<file path="src/design/assert_macros.svh">
// Assertion macros for the files that check their own logic.
`ifndef ASSERT_MACROS_SVH
`define ASSERT_MACROS_SVH

// Same-cycle implication, disabled during reset.
`define AHS_ASSERT_NOW(label, clk, rst, ante, cons) \
  label: assert property (@(posedge clk) disable iff (rst) (ante) |-> (cons)) \
    else $error("assertion failed");

// Next-cycle implication, disabled during reset.
`define AHS_ASSERT_NEXT(label, clk, rst, ante, cons) \
  label: assert property (@(posedge clk) disable iff (rst) (ante) |=> (cons)) \
    else $error("assertion failed");

`endif

</file>
<file path="src/design/ahs_pkg.sv">
// Package with the types, codes and constants of the address hash set.
package ahs_pkg;

  localparam int CAPACITY_DEF  = 1024;
  localparam int ADDR_BITS_DEF = 64;

  localparam int CMD_W   = 2;
  localparam int ADDR_W  = 64;
  localparam int COUNT_W = 11;
  localparam int TBITS_W = 6;
  localparam int TSIZE_W = 33;

  localparam logic [CMD_W-1:0] CMD_ADD = 2'd0;
  localparam logic [CMD_W-1:0] CMD_DEL = 2'd1;

  localparam logic [TBITS_W-1:0] BITS_MIN = 6'd4;
  localparam logic [TBITS_W-1:0] BITS_MAX = 6'd32;

  typedef struct packed {
    logic start;
    logic scan;
    logic ins;
    logic refuse;
    logic mv_rd;
    logic mv_wr;
    logic load;
  } ctrl_t;

  typedef struct packed {
    logic hit;
    logic scan_end;
    logic present;
    logic is_add;
    logic is_del;
    logic full;
    logic out_busy;
  } stat_t;

endpackage

</file>
<file path="src/design/ahs_ctrl.sv">
// Controller state machine that sequences lookup, update and response.
module ahs_ctrl (
  input  logic          clk,
  input  logic          rst,
  input  logic          req_valid,
  output logic          req_ready,
  input  ahs_pkg::stat_t stat,
  output ahs_pkg::ctrl_t ctrl
);
  import ahs_pkg::*;

  localparam logic [2:0] S_IDLE = 3'd0;
  localparam logic [2:0] S_SCAN = 3'd1;
  localparam logic [2:0] S_ACT  = 3'd2;
  localparam logic [2:0] S_MOVE = 3'd3;
  localparam logic [2:0] S_FIN  = 3'd4;

  logic [2:0] state;
  logic [2:0] state_next;

  assign req_ready = (state == S_IDLE);

  always_comb begin
    state_next = state;
    ctrl       = '0;
    unique case (state)
      S_IDLE: begin
        if (req_valid) begin
          ctrl.start = 1'b1;
          state_next = S_SCAN;
        end
      end
      S_SCAN: begin
        ctrl.scan = 1'b1;
        if (stat.hit || stat.scan_end) begin
          state_next = S_ACT;
        end
      end
      S_ACT: begin
        priority if (stat.is_add && !stat.present) begin
          if (stat.full) begin
            ctrl.refuse = 1'b1;
          end else begin
            ctrl.ins = 1'b1;
          end
          state_next = S_FIN;
        end else if (stat.is_del && stat.present) begin
          ctrl.mv_rd = 1'b1;
          state_next = S_MOVE;
        end else begin
          state_next = S_FIN;
        end
      end
      S_MOVE: begin
        ctrl.mv_wr = 1'b1;
        state_next = S_FIN;
      end
      S_FIN: begin
        if (!stat.out_busy) begin
          ctrl.load  = 1'b1;
          state_next = S_IDLE;
        end
      end
      default: begin
        state_next = S_IDLE;
      end
    endcase
  end

  always_ff @(posedge clk) begin
    if (rst) begin
      state <= S_IDLE;
    end else begin
      state <= state_next;
    end
  end

endmodule

</file>
<file path="config.mk">
export PLATFORM = sky130hd
export DESIGN_NAME = ahs_ctrl
export DESIGN_NICKNAME = d
export VERILOG_FILES = /design/src/design/assert_macros.svh /design/src/design/ahs_pkg.sv /design/src/design/ahs_ctrl.sv
export SDC_FILE = /design/constraint.sdc
export NUM_CORES = 1
export LEC_CHECK = 0
export BUFFER_PORTS_ARGS = -buffer_cell sky130_fd_sc_hd__buf_4
export CORE_AREA = 4 4 41 43
export CTS_CLUSTER_SIZE = 25
export DETAILED_ROUTE_END_ITERATION = 16
export DIE_AREA = 0 0 45 47
export HOLD_SLACK_MARGIN = 0.02
export PLACE_DENSITY = 0.42
export SLEW_MARGIN = 5
export SYNTH_ARGS = -nofsm -noshare
export SYNTH_HDL_FRONTEND = slang
export SYNTH_SLANG_ARGS = --single-unit
export TNS_END_PERCENT = 30
</file>
<file path="constraint.sdc">
create_clock -name clk -period 1.2 [get_ports clk]
set_input_delay 0.18 -clock clk [delete_from_list [all_inputs] [get_ports clk]]
set_output_delay 0.18 -clock clk [all_outputs]
set_load 0.02 [all_outputs]
</file>
==> metrics.txt <==
status finished, violations left; failing checks setup timing; Leakage 0.239 nW; hold_buf cts 0; switching power 0.000161 W; first-pass iteration count of the detailed router 1; first-pass GRT wire length 1260 um; top_reg_cell synth dfxtp_1; ant diodes 0; non-filler cells, final 71; synth top area cells dfxtp_1, nor2_1, nand3b_4; top cells by count, synth nor2_1, dfxtp_1, nand3_1, nor3b_1; DRC viols 0; GPL Wtd Cong 0.721; Yosys warning count 0; Synth top area share 0.254; VDD IR max about 0.73 mV; clock network power share 0.343; Worst Path Max Fanout 3; Slew Viols, Final 0; sequential power share 0.248; Crit Path Category flip-flop to primary output; post-route ant nets 0; design area approximately 530 um2; Worst-Margin Slew around 0.23 ns; most common cell in the synthesized netlist nor2_1; Seq/Total Area, Yosys 0.254; Worst path slowest cell dfxtp_2; Post-DP Area just over 400 um2; max reg flops 3; CP required 1.02 ns; power density over the cells 981 nW/um2; Via density 4.27; Max-Slew Margin vs Limit 0.844; DIE AREA 2120 um2; endpoints failing setup 7; H-tree depth 1; Final Routed Wirelength 742 um; WP depth 4; Synth-to-Final Area Change 123%; share of post-route cells with drive strength above 1 0.786; CTS root buffer clkbuf_4; met3 wire len 48 um; hold path depth 2; R2R Path End state[2]; CP endpoint kind primary output; combinational group share of total power 0.409; DRT met1 WL just under 300 um; Die X 45 um; worst hold start rst; Setup Skew about 0.0029 ns; fmax around 780 MHz; pin count of the biggest net entering global routing 9; Unique masters post-synth 19; wire per inst roughly 10 um; FF-to-FF path depth 5; Mapped Avg Cell Area 8.45 um2; Top Metal Used met4; TritonCTS clock tree built; Max Buffers Root-to-Sink 2; Worst EP arrival 1.10 ns; worst skew pair latency between 0.2 and 0.25 ns; 1st-iter DRT viols 0; Hold EP state[2]; Max-Cap Viols 0; Syn Nets 38; flops & latches, synth 3; Setup WS pre-CTS 0.0462 ns; biggest regs state (3); worst min path class input pin to flip-flop; Mapped Cells 28; Total GRT Usage 0.0876; CTS Sinks 3; reg-to-reg critical path startpoint state[2]; PortBufs 17; Die Height roughly 47 um; Initial Utilization 0.182; worst reg-to-reg setup slack 0.08 ns; RSZ-0062 raised after global routing yes; initial antenna violation count 0; final period utilization 1.07; Post-synth EDFFs 0; Row Count 13; TritonCTS Buffers 3; critical path's top delay family simple AND/OR/NAND/NOR gates; Placed Cells 63; Ports 18; final hold violation count 0; core region area 1300 um2; Most flops, register state; Critical Path, Cell by Cell and2b_2 > nand3_2 > nor2_2 > buf_6; Synth async-reset ratio 0; Worst-path clk slew 0.04 ns; Critical Path Max Stage Delay 0.31 ns; P_int roughly 0.00036 W; post-route setup slack -0.0837 ns; cell taking the most area after synthesis dfxtp_1; vias in the first global route 297; metal2 WL 361 um; Startpoint Class flip-flop; crit path time final 1.28 ns; Final nets 67; sw frac 0.311; Overflow after GRT 0; routed vias about 300; DP HPWL 595 um; Worst Path Buf+Inv 1; mapped cell area 236 um2
-- layer usage --
metal	GRT usage	vias to the layer above
li1	-	155
met4	0.105	0
met2	0.153	13
met1	0.0794	131
met5	0	-
met3	0.0153	4
-- through the flow --
step           TNS, ns  hold WS [ns]   util  total power, W
6_report        -0.389         0.127  0.406        0.000518
5_1_grt         -0.826         0.124  0.406        0.000556
4_1_cts         -0.504         0.121  0.387        0.000523
3_5_place_dp         0         0.381  0.319        0.000299
3_3_place_gp         0         0.376  0.319        0.000300
2_1_floorplan  -0.0639         0.246      -        0.000218
-- placed cells by master (no fill, tap or decap) --
cell and instances:
buf_4 19, buf_6 5, nor2_1 4, clkbuf_4 3
nor2_2 2, dfxtp_4 2, and2b_2 1, and2_4 1
nor3_4 1, nor3b_4 1, nand3b_4 1, nor3b_2 1
inv_1 1, nand3_2 1, nand2_1 1, and2_1 1
nand3_1 1, nand2_2 1, a221oi_2 1, o21ai_0 1
or2_1 1, a21oi_1 1, a2111oi_2 1, mux2_2 1
nor3_2 1, clkbuf_1 1, dfxtp_2 1
-- layout make-up --
cell class	count	area, um2
clock buffer	4	26.3
timing repair buffer	24	199
multi-input combinational	24	211
sequential	3	68.8
tap	15	18.8
inverter	1	3.75
fill	150	773
-- worst max path at each step --
stage / startpoint / slack [ns] / to
after floorplan: state[0] / -0.03 / ctrl[2]
after global placement: state[0] / 0.07 / ctrl[2]
after detailed placement: state[0] / 0.05 / ctrl[2]
after CTS: state[0] / -0.10 / ctrl[2]
after global routing: state[1] / -0.15 / ctrl[3]
final: state[2] / -0.08 / ctrl[4]
-- power groups by stage --
stage / clock [W] / combinational [W] / sequential [W]
after CTS: 0.000187 / 0.000207 / 0.000128
after detailed placement: 0 / 0.000174 / 0.000125
after floorplan: 0 / 0.0000920 / 0.000126
final: 0.000178 / 0.000212 / 0.000129
after global placement: 0 / 0.000175 / 0.000125
after global routing: 0.000194 / 0.000232 / 0.000130
-- cell families (layout without fill, tap and decap cells) --
kind of cell           count (synthesis)  count (layout)  share of synthesized area
and+or+nand+nor                       19              19                      0.513
buffers and inverters                  1              29                     0.0159
muxes                                  1               1                     0.0476
AOI/OAI and AO/OA                      4               4                      0.169
DFF                                    3               3                      0.254
-- repair_timing --
action	in CTS	in global routing
endpoints found under the hold margin	0	0
gates resized for setup	12	5
setup endpoints to repair	7	8
pin swaps	2	6
buffers inserted	3	1
(Power assumes the default switching activity.)
